File: src/rtl/hufd_pkg.sv
package hufd_pkg;

  // Field widths of the item and result payloads
  localparam int IDX_W  = 9;
  localparam int SYM_W  = 8;
  localparam int BYTE_W = 8;
  localparam int CNT_W  = 4;

  // Most bits one coded byte can carry
  localparam logic [CNT_W-1:0] BITS_PER_BYTE = CNT_W'(BYTE_W);

  typedef logic [IDX_W-1:0] idx_t;
  typedef logic [SYM_W-1:0] sym_t;

  // Item command codes
  typedef enum logic {
    CMD_WRITE  = 1'b0,
    CMD_DECODE = 1'b1
  } cmd_code_t;

  // One entry of the node store
  typedef struct packed {
    logic leaf;
    idx_t left;
    idx_t right;
    sym_t sym;
  } node_t;

  // Input item payload
  typedef struct packed {
    logic              command;
    idx_t              node_address;
    logic              node_is_leaf;
    idx_t              left_child;
    idx_t              right_child;
    sym_t              node_symbol;
    logic [BYTE_W-1:0] data_byte;
    logic [CNT_W-1:0]  bit_count;
    logic              string_start;
  } item_t;

  // Controller to datapath
  typedef struct packed {
    logic wr;     // store one node
    logic load;   // latch a coded byte, fetch the start node
    logic step;   // check one reached node and walk one bit
    logic flush;  // send the held symbol as the last of the byte
  } dp_cmd_t;

  // Datapath to controller
  typedef struct packed {
    logic is_decode;  // item on the input is a decode item
    logic bits_done;  // no bits of the byte left to walk
    logic out_free;   // output register can take a symbol this cycle
    logic pend;       // a decoded symbol is held back
  } dp_stat_t;

endpackage

File: src/rtl/hufd_ctrl.sv
module hufd_ctrl (
  input  logic               clk,
  input  logic               rst,
  input  logic               in_valid,
  output logic               in_ready,
  input  hufd_pkg::dp_stat_t stat,
  output hufd_pkg::dp_cmd_t  cmd
);
  import hufd_pkg::*;

  typedef enum logic [1:0] {
    IDLE,
    WALK,
    FLUSH
  } state_t;

  state_t state;
  logic   accept;

  // Commands follow the state and the input transfer
  always_comb begin
    in_ready  = (state == IDLE);
    accept    = in_valid & in_ready;
    cmd.wr    = accept & ~stat.is_decode;
    cmd.load  = accept & stat.is_decode;
    cmd.step  = (state == WALK) & stat.out_free;
    cmd.flush = (state == FLUSH) & stat.out_free;
  end

  // State register
  always_ff @(posedge clk) begin
    if (rst) begin
      state <= IDLE;
    end else begin
      case (state)
        IDLE: begin
          if (cmd.load) state <= WALK;
        end
        WALK: begin
          if (cmd.step && stat.bits_done) state <= FLUSH;
        end
        FLUSH: begin
          if (!stat.pend || stat.out_free) state <= IDLE;
        end
        default: state <= IDLE;
      endcase
    end
  end

  // A held symbol never survives into the next item
  a_no_pend_idle: assert property (@(posedge clk) disable iff (rst)
    in_ready |-> !stat.pend)
    else $error("held symbol left over at item acceptance");

  a_load_walk: assert property (@(posedge clk) disable iff (rst)
    cmd.load |=> state == WALK)
    else $error("decode item did not start a walk");

  a_end_flush: assert property (@(posedge clk) disable iff (rst)
    cmd.step && stat.bits_done |=> state == FLUSH)
    else $error("walk end did not reach flush");

  a_flush_wait: assert property (@(posedge clk) disable iff (rst)
    state == FLUSH && stat.pend && !stat.out_free |=> state == FLUSH)
    else $error("flush left with a symbol still held");

endmodule

File: config.mk
export PLATFORM = sky130hd
export DESIGN_NAME = hufd_ctrl
export DESIGN_NICKNAME = d
export VERILOG_FILES = /design/src/rtl/hufd_pkg.sv /design/src/rtl/hufd_ctrl.sv
export SDC_FILE = /design/constraint.sdc
export NUM_CORES = 1
export LEC_CHECK = 0
export ABC_AREA = 1
export BUFFER_PORTS_ARGS = -buffer_cell sky130_fd_sc_hd__buf_2
export CAP_MARGIN = 40
export CORE_AREA = 2 2 39 41
export DETAILED_ROUTE_END_ITERATION = 10
export DIE_AREA = 0 0 41 43
export SLEW_MARGIN = 0
export SYNTH_ARGS = -nofsm -noshare
export SYNTH_HDL_FRONTEND = slang
export SYNTH_SLANG_ARGS = --single-unit
File: constraint.sdc
create_clock -name clk -period 0.85 [get_ports clk]
set_input_delay 0.17 -clock clk [delete_from_list [all_inputs] [get_ports clk]]
set_output_delay 0.17 -clock clk [all_outputs]
set_load 0.01 [all_outputs]
==> metrics.sh <==
SYNTHTOPCELLSBYAREA='sky130_fd_sc_hd__dfxtp_1 (28%), sky130_fd_sc_hd__inv_1 (13%), sky130_fd_sc_hd__nand2_1 (13%)'
CTS_INSERTED_BUFFERS=3
DR_VIAS=187
YOSYS_MOST_USED_DFF='sky130_fd_sc_hd__dfxtp_1'
SYNTH_AREA_UM2=143
MAXSLEWHEADROOM=0.917
FIN_SKEW_PS=0.987
DETAILEDPLACEMENTHPWL_UM=304
ANTENNA_VIOLATING_NETS_POST_ROUTE=0
STATUS='finished with violations'
POWER.IR.VDD_WORST_V=0.000313
ASYNC_FLOP_SHARE=0
LEAKAGEPOWER_nW=0.151
REGMOSTFLOPS='state'
YOSYS.AREA.TOP_TYPE_SHARE=0.281
PLACE_CONGESTION=0.517
IO_BUFFER_COUNT=11
CRIT_PATH_MAX_FANOUT=4
WARNINGS_SYNTHESIS=0
FP.DIEAREA_MM2=0.00176
MAX-CLOCK-PATH-BUFFERS=2
GLOBAL_ROUTE.OVERFLOW_TOTAL=0
WORST_SLEW_PIN_SLEW_PS=124
POST_SYNTH_EDFFS=0
GRT_USAGE=0.0531
SYN_AVG_CELL_AREA_UM2=6.20
IOS=12
FLOORPLAN.DIE.HEIGHT_UM=43
DRIVE_GT1_FRAC=0.744
INITIAL_CORE_UTIL=0.103
GRT_ANTENNA_BEFORE_REPAIR=0
PERIOD_NEEDED_PS=1120
DP_SLACK_PS=-33.7
AREA_OVERHEAD_VS_SYNTH_PCT=100
POSTSYNTHREGISTERBITS=2
PIN_COUNT_OF_THE_BIGGEST_NET_ENTERING_GLOBAL_ROUTING=5
CTS.REPORTEDPATHS.CLKPINSLEW_PS=30
SETUP.REG_TO_REG.WORST_SLACK_PS=10
MAX_CAP_VIOLATIONS=0
GRT_PASS1_VIAS=157
FLIP_FLOP_COUNT_OF_THE_LARGEST_REGISTER_ALL_COPIES_AND_WORDS_ADDED=2
POWER_PER_CELL_AREA_mW_PER_MM2=1410
SETUP_REPAIR_AFTER_GLOBAL_ROUTING_MISSED_ITS_MARGIN='yes'
WORST_SETUP_PATH_END_KIND='output pin'
REPORT.FINAL.HOLD_VIOL_COUNT=0
CELL_ACCOUNTING_FOR_THE_MOST_SYNTHESIZED_AREA='sky130_fd_sc_hd__dfxtp_1'
DETAIL_ROUTE.ITER0.VIOLATIONS=0
REQUIRED_PS=680
SETUP_VIOL_COUNT_FINAL=5
POSTLAYOUTSETUPSLACKWORST_PS=-271
DIE-WIDTH_UM=41
FAILED_CHECKS='setup timing'
POST_CTS_HOLD_BUFFER_COUNT=0
SETUP.WORST_PATH.CLASS='flop to output pin'
SYNTH_INSTANCES=23
WORST_SKEW_PAIR.LATE_LATENCY_PS=230
CRITICAL_PATH.STARTPOINT_TYPE='flop'
MAX_FREQ_MHz=892
YS_TOP_CELLS_BY_COUNT='sky130_fd_sc_hd__inv_1 (5), sky130_fd_sc_hd__nand2_1 (5), sky130_fd_sc_hd__nor2_1 (3)'
CTS_TREE='yes'
LARGEST_REGISTERS_RANKED_BY_FLIP_FLOP_COUNT='state: 2 flops'
ANTENNADIODECOUNT=0
WIRE_LENGTH_OF_THE_FIRST_GLOBAL_ROUTING_PASS_UM=496
CORE_MM2=0.00138
CELL_AREA_AFTER_PLACEMENT_UM2=253
HOLD_SLACK_PS=120
CLOCK_SINK_COUNT=2
POST_SYNTH_NUM_CELL_TYPES=9
ROUTE.FINAL.WIRE_LENGTH_UM=347
DESIGN_AREA_UM2=285
ROUTE.DETAILED.WL_PER_INST_UM=6.31
LAYOUT_WORST_PATH_CYCLE_SHARE=1.32
SYNTH.YOSYS.SEQ_AREA_SHARE=0.281
VIA_PER_INST=3.40
DETAIL_ROUTE.DRC_VIOLATIONS=0
FIN_NETS=48
CLOCK_TREE.ROOT_CELL='sky130_fd_sc_hd__clkbuf_4'
HTREEDEPTH=1
DR.PASS1.ITERS=1
WORST_HOLD_CHECK_PATH_TYPE='primary input to flop'
CRITPATHARRIVALTIME_PS=950
MAXSLEWVIOLCOUNT=0
NUM_ROWS=14
CTS.REPAIR_TIMING.SETUP_BUFFER_COUNT=0
NUMBER_OF_NETS_PRODUCED_BY_SYNTHESIS=30
==> final cells by class <==
| cell class | count | area [µm²] |
|---|---|---|
| clock buffers | 3 | 22.5 |
| well taps | 16 | 20.0 |
| inverters | 6 | 22.5 |
| fillers | 164 | 1100 |
| multi-input cells | 15 | 105 |
| flip-flops and latches | 2 | 45.0 |
| repair buffers | 13 | 70.1 |
==> report_power, final <==
group / switching, mW / internal, mW
Sequential: 0.00694 / 0.0968
Clock: 0.0615 / 0.156
Combinational: 0.0412 / 0.0397
Total: 0.110 / 0.293
==> placed cells by master (no fill, tap or decap), drive strengths merged <==
| cell type | count |
|---|---|
| nor2 | 5 |
| clkbuf | 3 |
| inv | 6 |
| nand2 | 5 |
| dfxtp | 2 |
| a21oi | 2 |
| buf | 13 |
| nor3 | 2 |
| nand3 | 1 |
==> per-stage QoR <==
stage	instances	setup TNS, ps	total power [mW]	utilization
2_1_floorplan	23	0	0.147	-
3_3_place_gp	52	-57.9	0.183	0.183
3_5_place_dp	52	-98.0	0.185	0.183
4_1_cts	55	-1210	0.413	0.201
5_1_grt	55	-1450	0.439	0.206
6_report	55	-1140	0.402	0.206
==> layer usage <==
metal / track usage / vias up / share of wire
li1: - / 102 / -
met1: 0.0224 / 74 / 0.29
met5: 0 / - / 0
met4: 0.100 / 0 / 0.066
met3: 0.0314 / 2 / 0.12
met2: 0.0781 / 9 / 0.52
==> cell families after synthesis <==
logic type | synth area share
and+or+nand+nor | 0.439
AOI/OAI and AO/OA | 0.123
buffers and inverters | 0.158
DFF | 0.281
==> critical path, cell delays in order, from the launching register on <==
cell	delay, ps
sky130_fd_sc_hd__dfxtp_2	340
sky130_fd_sc_hd__nor2_4	130
sky130_fd_sc_hd__nand2_1	70
sky130_fd_sc_hd__nor2_2	70
sky130_fd_sc_hd__buf_2	120
==> timing repair <==
action | in CTS | in global routing
gates resized for setup | 2 | 2
pin swaps | 2 | 1
setup endpoints to repair | 5 | 7
==> path summary, 6_finish.rpt <==
kind,end,cells past startpoint,start
min,state[1]$_SDFFE_PP0P_,2,rst
max,cmd[3],4,state[0]$_SDFFE_PP0P_
min reg2reg,state[1]$_SDFFE_PP0P_,3,state[0]$_SDFFE_PP0P_
max reg2reg,state[0]$_SDFFE_PP0P_,4,state[0]$_SDFFE_PP0P_
Note: power is estimated with default switching activity, not from simulation.
